`config.mk`:
```
export PLATFORM = sky130hd
export DESIGN_NAME = terminal_cursor_tracker
export DESIGN_NICKNAME = d
export VERILOG_FILES = /design/src/rtl/tct_pkg.sv /design/src/rtl/tct_cfg_regs.sv /design/src/rtl/tct_step.sv /design/src/rtl/terminal_cursor_tracker.sv
export SDC_FILE = /design/constraint.sdc
export NUM_CORES = 1
export LEC_CHECK = 0
export ABC_CLOCK_PERIOD_IN_PS = 7000
export BUFFER_PORTS_ARGS = -buffer_cell sky130_fd_sc_hd__buf_4
export CORE_ASPECT_RATIO = 0.7
export CORE_UTILIZATION = 47
export CTS_BUF_LIST = sky130_fd_sc_hd__clkbuf_16
export DETAILED_ROUTE_END_ITERATION = 7
export PLACE_DENSITY = 0.63
export SLEW_MARGIN = 10
export SYNTH_ARGS = -nofsm -noshare
export SYNTH_HDL_FRONTEND = slang
export SYNTH_SLANG_ARGS = --single-unit
```
`constraint.sdc`:
```
create_clock -name clk -period 7 [get_ports clk]
set_input_delay 1.4 -clock clk [delete_from_list [all_inputs] [get_ports clk]]
set_output_delay 1.4 -clock clk [all_outputs]
set_load 0.005 [all_outputs]
```
`src/rtl/tct_pkg.sv`:
```
// Shared types and constants for the terminal cursor tracker.
// Used by tct_cfg_regs, tct_step and terminal_cursor_tracker; no dependencies.
`default_nettype none

package tct_pkg;

	localparam int unsigned POS_W = 8;
	localparam int unsigned LEN_W = 8;

	// Byte codes
	localparam logic [7:0] CH_BS    = 8'h08;
	localparam logic [7:0] CH_TAB   = 8'h09;
	localparam logic [7:0] CH_LF    = 8'h0A;
	localparam logic [7:0] CH_CR    = 8'h0D;
	localparam logic [7:0] CH_ESC   = 8'h1B;
	localparam logic [7:0] CH_CSI   = 8'h5B; // '['
	localparam logic [7:0] CH_TWO   = 8'h32; // '2'
	localparam logic [7:0] CH_HOME  = 8'h48; // 'H'
	localparam logic [7:0] CH_CLEAR = 8'h4A; // 'J'
	localparam logic [7:0] CH_UP    = 8'h41; // 'A'
	localparam logic [7:0] CH_DOWN  = 8'h42; // 'B'
	localparam logic [7:0] CH_RIGHT = 8'h43; // 'C'
	localparam logic [7:0] CH_LEFT  = 8'h44; // 'D'

	// Register indexes (paddr[2])
	localparam logic REG_ROWS = 1'b0;
	localparam logic REG_COLS = 1'b1;

	localparam logic [7:0] ROWS_RESET = 8'd25;
	localparam logic [7:0] COLS_RESET = 8'd80;

	typedef struct packed {
		logic [7:0] rows;
		logic [7:0] cols;
	} cfg_t;

	typedef struct packed {
		logic [POS_W-1:0] col;
		logic [POS_W-1:0] row;
		logic             pending;
		logic [LEN_W-1:0] len;
		logic [7:0]       first;
		logic [7:0]       second;
		logic [7:0]       last;
	} state_t;

	typedef struct packed {
		logic             draw_valid;
		logic [7:0]       draw_byte;
		logic [POS_W-1:0] draw_col;
		logic [POS_W-1:0] draw_row;
		logic             scroll_up;
		logic             clear_request;
		logic [POS_W-1:0] cursor_col_out;
		logic [POS_W-1:0] cursor_row_out;
	} result_t;

endpackage

`default_nettype wire

```
`src/rtl/tct_cfg_regs.sv`:
```
// APB-style configuration registers (screen rows and columns).
// Depends on tct_pkg.
`default_nettype none

module tct_cfg_regs (
	input  wire logic         clk,
	input  wire logic         arst_n,
	input  wire logic         psel,
	input  wire logic         penable,
	input  wire logic         pwrite,
	input  wire logic [2:0]   paddr,
	input  wire logic [31:0]  pwdata,
	output logic      [31:0]  prdata,
	output logic              pready,
	output tct_pkg::cfg_t     cfg
);

	tct_pkg::cfg_t cfg_q;
	logic          wr_en;

	assign pready = 1'b1;
	assign wr_en  = psel & penable & pwrite;
	assign cfg    = cfg_q;

	always_ff @(posedge clk or negedge arst_n) begin
		if (!arst_n) begin
			cfg_q.rows <= tct_pkg::ROWS_RESET;
			cfg_q.cols <= tct_pkg::COLS_RESET;
		end else if (wr_en) begin
			unique case (paddr[2])
				tct_pkg::REG_ROWS: cfg_q.rows <= pwdata[7:0];
				tct_pkg::REG_COLS: cfg_q.cols <= pwdata[7:0];
				default: ;
			endcase
		end
	end

	always_comb begin
		unique case (paddr[2])
			tct_pkg::REG_ROWS: prdata = {24'd0, cfg_q.rows};
			tct_pkg::REG_COLS: prdata = {24'd0, cfg_q.cols};
			default:           prdata = 32'd0;
		endcase
	end

endmodule

`default_nettype wire

```
`src/rtl/tct_step.sv`:
```
// Next-state and result logic for one terminal byte.
// Depends on tct_pkg.
`default_nettype none

module tct_step #(
	parameter int unsigned SEQ_LIMIT = 31
) (
	input  wire logic [7:0]      char_in,
	input  wire logic            end_of_write,
	input  tct_pkg::state_t      state,
	input  tct_pkg::cfg_t        cfg,
	output tct_pkg::state_t      state_nxt,
	output tct_pkg::result_t     result
);

	logic [7:0] row_max;
	logic [7:0] col_max;

	assign row_max = (cfg.rows == 8'd0) ? 8'd0 : cfg.rows - 8'd1;
	assign col_max = (cfg.cols == 8'd0) ? 8'd0 : cfg.cols - 8'd1;

	function automatic logic seq_clears(input tct_pkg::state_t s);
		return (s.len != '0) && (s.first == tct_pkg::CH_CSI) &&
			(s.last == tct_pkg::CH_CLEAR) && (s.len >= tct_pkg::LEN_W'(2)) &&
			(s.second == tct_pkg::CH_TWO);
	endfunction

	// Apply the cursor move of a finished sequence.
	function automatic tct_pkg::state_t seq_act(input tct_pkg::state_t s,
			input logic [7:0] rmax, input logic [7:0] cmax);
		tct_pkg::state_t r;
		r = s;
		if (s.len != '0 && s.first == tct_pkg::CH_CSI) begin
			case (s.last)
				tct_pkg::CH_HOME: begin
					r.col = '0;
					r.row = '0;
				end
				tct_pkg::CH_CLEAR: begin
					if (seq_clears(s)) begin
						r.col = '0;
						r.row = '0;
					end
				end
				tct_pkg::CH_UP:    if (s.row != '0) r.row = s.row - 8'd1;
				tct_pkg::CH_DOWN:  if (s.row < rmax) r.row = s.row + 8'd1;
				tct_pkg::CH_RIGHT: if (s.col < cmax) r.col = s.col + 8'd1;
				tct_pkg::CH_LEFT:  if (s.col != '0) r.col = s.col - 8'd1;
				default: ;
			endcase
		end
		return r;
	endfunction

	always_comb begin
		tct_pkg::state_t s;
		logic [8:0] nxt_row;
		logic [8:0] nxt_col;
		logic       scroll;
		logic       clr;
		logic       draw;
		logic       do_line;

		s       = state;
		scroll  = 1'b0;
		clr     = 1'b0;
		draw    = 1'b0;
		do_line = 1'b0;
		nxt_col = 9'd0;

		if (state.pending) begin
			if (char_in == tct_pkg::CH_ESC) begin
				clr       = seq_clears(s);
				s         = seq_act(s, row_max, col_max);
				s.pending = ~end_of_write;
				s.len     = '0;
				s.first   = '0;
				s.second  = '0;
				s.last    = '0;
			end else begin
				if (s.len == tct_pkg::LEN_W'(0)) s.first = char_in;
				if (s.len == tct_pkg::LEN_W'(1)) s.second = char_in;
				if (s.len < tct_pkg::LEN_W'(SEQ_LIMIT)) begin
					s.last = char_in;
					s.len  = s.len + tct_pkg::LEN_W'(1);
				end
				if (end_of_write) begin
					clr       = seq_clears(s);
					s         = seq_act(s, row_max, col_max);
					s.pending = 1'b0;
				end
			end
		end else begin
			case (char_in)
				tct_pkg::CH_ESC: begin
					if (!end_of_write) begin
						s.pending = 1'b1;
						s.len     = '0;
						s.first   = '0;
						s.second  = '0;
						s.last    = '0;
					end
				end
				tct_pkg::CH_LF: begin
					s.col   = '0;
					do_line = 1'b1;
				end
				tct_pkg::CH_CR: s.col = '0;
				tct_pkg::CH_BS: if (s.col != '0) s.col = s.col - 8'd1;
				tct_pkg::CH_TAB: begin
					nxt_col = ({1'b0, s.col} + 9'd8) & ~9'd7;
					s.col   = (nxt_col > {1'b0, col_max}) ? col_max : nxt_col[7:0];
				end
				default: begin
					draw    = 1'b1;
					nxt_col = {1'b0, s.col} + 9'd1;
					if (nxt_col > {1'b0, col_max}) begin
						s.col   = '0;
						do_line = 1'b1;
					end else begin
						s.col = nxt_col[7:0];
					end
				end
			endcase
		end

		// Line advance: scroll at the bottom and pin to the last row.
		nxt_row = {1'b0, s.row} + 9'd1;
		if (do_line) begin
			if (nxt_row > {1'b0, row_max}) begin
				scroll = 1'b1;
				s.row  = row_max;
			end else begin
				s.row = nxt_row[7:0];
			end
		end

		state_nxt              = s;
		result.draw_valid      = draw;
		result.draw_byte       = draw ? char_in : 8'd0;
		result.draw_col        = draw ? state.col : '0;
		result.draw_row        = draw ? state.row : '0;
		result.scroll_up       = scroll;
		result.clear_request   = clr;
		result.cursor_col_out  = s.col;
		result.cursor_row_out  = s.row;
	end

endmodule

`default_nettype wire

```
`src/rtl/terminal_cursor_tracker.sv`:
```
// Top level of the terminal cursor tracker: input register, step logic, result register.
// Depends on tct_pkg, tct_cfg_regs and tct_step.
`default_nettype none

// Terminal cursor tracker. Feed terminal output bytes on the s_ stream, one per beat, with
// s_tlast marking the last byte of a write call. Every input beat yields exactly one result
// beat on the m_ stream: the glyph to draw (if any) with its position, scroll and clear
// requests, and the cursor position after the byte. The block takes one beat per clock while
// the output side keeps accepting; a beat waits in the input register, the step logic runs
// on it there, and the result lands in the output register that drives m_tvalid. A stalled
// output register holds the next beat in the input register and drops s_tready.
// Cursor and escape-sequence state update as a beat leaves the input register, so
// back-to-back bytes see each other's effects. Screen size is set over the APB port
// (rows at 0x0, cols at 0x4, low byte used); write it only while idle.
module terminal_cursor_tracker #(
	parameter int unsigned SEQ_LIMIT = 31
) (
	input  wire logic        clk,
	input  wire logic        arst_n,
	// Input stream: tdata = char_in[7:0]; tlast = end_of_write
	input  wire logic        s_tvalid,
	output logic             s_tready,
	input  wire logic [7:0]  s_tdata,
	input  wire logic        s_tlast,
	// Output stream: tdata = draw_byte[7:0], draw_col[15:8], draw_row[23:16],
	// scroll_up[24], clear_request[25], cursor_col_out[33:26],
	// cursor_row_out[41:34], zero [47:42]; tuser = draw_valid
	output logic             m_tvalid,
	input  wire logic        m_tready,
	output logic [47:0]      m_tdata,
	output logic             m_tuser,
	// Configuration
	input  wire logic        psel,
	input  wire logic        penable,
	input  wire logic        pwrite,
	input  wire logic [2:0]  paddr,
	input  wire logic [31:0] pwdata,
	output logic      [31:0] prdata,
	output logic             pready
);

	tct_pkg::cfg_t    cfg;
	tct_pkg::state_t  state_q;
	tct_pkg::state_t  state_nxt;
	tct_pkg::result_t result;
	tct_pkg::result_t res_s2;

	logic       valid_s1;
	logic [7:0] char_s1;
	logic       eow_s1;
	logic       valid_s2;
	logic       advance;

	tct_cfg_regs u_cfg (
		.clk     (clk),
		.arst_n  (arst_n),
		.psel    (psel),
		.penable (penable),
		.pwrite  (pwrite),
		.paddr   (paddr),
		.pwdata  (pwdata),
		.prdata  (prdata),
		.pready  (pready),
		.cfg     (cfg)
	);

	tct_step #(
		.SEQ_LIMIT (SEQ_LIMIT)
	) u_step (
		.char_in      (char_s1),
		.end_of_write (eow_s1),
		.state        (state_q),
		.cfg          (cfg),
		.state_nxt    (state_nxt),
		.result       (result)
	);

	// Move the held beat forward whenever the output register is free or draining.
	assign advance  = valid_s1 & (~valid_s2 | m_tready);
	assign s_tready = ~valid_s1 | advance;

	always_ff @(posedge clk or negedge arst_n) begin
		if (!arst_n) begin
			valid_s1 <= 1'b0;
		end else if (s_tready) begin
			valid_s1 <= s_tvalid;
		end
	end

	// Payload: hold while stalled, capture on every accepted beat.
	always_ff @(posedge clk) begin
		if (s_tvalid & s_tready) begin
			char_s1 <= s_tdata;
			eow_s1  <= s_tlast;
		end
	end

	// Cursor and sequence state advance with each processed beat.
	always_ff @(posedge clk or negedge arst_n) begin
		if (!arst_n) begin
			state_q <= '0;
		end else if (advance) begin
			state_q <= state_nxt;
		end
	end

	always_ff @(posedge clk or negedge arst_n) begin
		if (!arst_n) begin
			valid_s2 <= 1'b0;
		end else if (advance) begin
			valid_s2 <= 1'b1;
		end else if (m_tready) begin
			valid_s2 <= 1'b0;
		end
	end

	always_ff @(posedge clk) begin
		if (advance) begin
			res_s2 <= result;
		end
	end

	assign m_tvalid = valid_s2;
	assign m_tuser  = res_s2.draw_valid;
	assign m_tdata  = {6'd0, res_s2.cursor_row_out, res_s2.cursor_col_out,
		res_s2.clear_request, res_s2.scroll_up, res_s2.draw_row, res_s2.draw_col,
		res_s2.draw_byte};

endmodule

`default_nettype wire

```
==> impl_metrics.csv <==
group,metric,value,unit
hold_path,min_path_type,"flip-flop to flip-flop",
global_route,grt_pass1_vias,7772,
placement,place.gp.congestion,0.968,
timing,max_slew_margin,19.6,%
timing,worstMarginPinSlew,1.20,ns
drt,via_per_inst,6.13,
final_layout,fin_util,54.6,%
final_layout,multi_input_area,5850,um2
final_layout,filler_cell_count,1814,
final_layout,area_delta_synth_final,13.4,%
die,fp.dieW,173,um
clock_network,root_buffer,"clkbuf_16",
logic_synthesis,synth_area,9580,um2
global_route,antenna_found_initial,0,
logic_synthesis,ys_async_sr_fraction,56.3,%
pwr,power,3.74,mW
logic_synthesis,synth_ff_type,"dfrtp_1",
setup_path,required,7.33,ns
clock_network,path_clk_slew,0.07,ns
final_layout,fin_nets,1217,
clock_network,clock-sinks,119,
drt,vias,8562,
clock_network,hold_buffers,0,
logic_synthesis,yosysWarnings,0,
clock_network,htreeDepth,4,
drt,drt_iter0_markers,1035,
die,rows,43,
final_layout,antenna_cells,0,
logic_synthesis,synth-seq-cells,119,
global_route,grtUsageTotal,27.0,%
setup_path,slowest_stage,"or4_1",
pwr,p_per_area,344,nW/um2
drt,drt-wirelength-per-cell,19.9,um
global_route,grt_pass1_wl,43.8,mm
timing,hold_viol_final,0,
timing,clock_skew,0.0184,ns
timing,setup_ws,0.328,ns
pwr,ir_worst_vdd,0.204,mV
setup_path,cp_common_cell,"o21a_1",
placement,hpwl,20.0,mm
logic_synthesis,synth_area_per_cell,9.06,um2
job,cap_violations,0,
global_route,grt-ovfl-total,0,
timing,clock.fmax,150,MHz
setup_path,cp-end-kind,"flip-flop",
setup_path,worst_ep_arrival_time,7.00,ns
logic_synthesis,synthDistinctLibCells,95,
timing,setup_violations,0,
final_layout,layout_commonest_cell,"buf_4",
setup_path,max_stage_delay,0.58,ns
clock_network,clock_latency,0.44,ns
clock_network,cts.path.max_buffers,2,
timing,rsz0062_at_grt,"false",
clock_network,post-cts-setup-buffers,0,
drt,drc,0,
final_layout,post_route_cells_drive_above_1_share,19.0,%
timing,maxSlewViolCount,0,
setup_path,path_class,"flip-flop to flip-flop",
global_route,grt_max_degree,68,
placement,place_ws,0.328,ns
timing,setup_tns,0,ns
logic_synthesis,ys_seq_area_share,33.9,%
die,start_util,48.1,%
clock_network,ctsResizeCount,0,
final_layout,regArea,3240,um2
timing,holdWs,0.500,ns
final_layout,final_cell_mix,"97 x buf_4, 85 x nand2_1, 84 x nor2_1, 62 x dfrtp_1",
logic_synthesis,syn_inst,1057,
clock_network,numCtsBuffers,17,
timing,min_period,6.67,ns
drt,dr.pass1.iters,5,
die,core_area,19900,um2
placement,port_buffers,77,
die,io-pin-count,135,
setup_path,worst-path-max-fanout,9,
run_status,status,"complete, no violations",
drt,detail-route-antenna-nets,0,
clock_network,cts_tree,"yes",
drt,wl,27.7,mm
die,fp.dieH,121,um
pwr,p_leak,4.35,nW
setup_path,cp-start-kind,"flip-flop",
die,dieArea,21000,um2
timing,min_period_over_period,95.3,%
logic_synthesis,synth_edf_count,52,
## final timing paths
check                                           from                 endpoint  cells after the start  slack [ns]
max                        u_cfg.cfg[11]$_DFFE_PN1P_  state_q[36]$_DFFE_PN0P_                     25        0.33
min                             valid_s1$_DFFE_PN0N_     m_tvalid$_DFFE_PN0P_                      1        0.50
max reg2reg                u_cfg.cfg[11]$_DFFE_PN1P_  state_q[36]$_DFFE_PN0P_                     25        0.33
min reg2reg                     valid_s1$_DFFE_PN0N_     m_tvalid$_DFFE_PN0P_                      1        0.50
max in group asynchronous                     arst_n   state_q[3]$_DFFE_PN0P_                      1        5.28
min in group asynchronous                     arst_n     m_tvalid$_DFFE_PN0P_                      1        1.11
## state kept, by name (all words and copies together) (netlist names)
signal and flops:
state_q 49, m_tdata 42, u_cfg.cfg 16, char_s1 8, eow_s1 1, m_tuser 1
m_tvalid 1, valid_s1 1
## per-stage QoR
| step | std cells | instance area [um2] |
|---|---|---|
| 3_3_place_gp | 1364 | 10300 |
| 2_1_floorplan | 1086 | 9680 |
| 4_1_cts | 1396 | 10900 |
| 6_report | 1396 | 10900 |
| 3_5_place_dp | 1364 | 10300 |
| 5_1_grt | 1396 | 10900 |
## cells by family (layout without fill, tap and decap cells)
logic type      Yosys count  after routing  share of synthesized area [%]
compound gates          283            283                           21.4
xor+xnor                 31             31                           2.84
fa+ha+maj                53             53                           6.93
buf+inv                 119            159                           6.26
flops                   119            119                           33.9
mux                      47             47                           5.53
other cells               2             31                         0.0784
simple gates            403            403                           23.1
## Yosys cell counts, types with 17 or more instances
cell type / n / share of area [%]
a21oi_1: 53 / 2.8
a22o_1: 27 / 2.5
buf_4: 32 / 2.5
ha_1: 53 / 6.9
mux2_2: 37 / 4.4
edfxtp_1: 52 / 16
nor2_1: 84 / 3.3
clkbuf_1: 38 / 1.5
nand2_1: 85 / 3.3
inv_1: 28 / 1.1
nand2b_1: 18 / 1.2
dfrtp_1: 62 / 16
o21ai_0: 50 / 2.6
and2_1: 24 / 1.6
nor3_1: 38 / 2.0
nand3_1: 38 / 2.0
xor2_1: 17 / 1.6
## power by group
group | switching, mW | internal, mW | total, mW
combinational | 1.00 | 0.747 | 1.75
sequential | 0.210 | 0.903 | 1.11
clock | 0.362 | 0.518 | 0.880
total | 1.57 | 2.17 | 3.74
## layout make-up
class	instances	area share, %
tap	270	3.11
clock inverter	14	1.28
inverter	30	1.04
clock buffer	18	4.15
timing repair buffer	97	6.71
multi-input combinational	848	53.8
sequential	119	29.9
## worst max-delay path, delay by kind of cell (launching register included)
family / cells / cell delay, ns
AO/OA/AOI/OAI: 14 / 3.12
AND/OR/NAND/NOR: 4 / 1.06
adder cells (fa/ha/maj): 3 / 0.96
multiplexers: 3 / 0.83
flip-flops: 1 / 0.39
buffers and inverters: 1 / 0.18
## metal layers
| metal | vias up | share of wire [%] | GRT usage, % |
|---|---|---|---|
| met5 | - | 0 | 0 |
| met4 | 0 | 1.2 | 6.47 |
| met3 | 32 | 9.3 | 6.45 |
| met2 | 429 | 41 | 37.8 |
| met1 | 4077 | 49 | 41.1 |
| li1 | 4024 | - | - |
No activity file was read; power rests on OpenSTA's default activity.
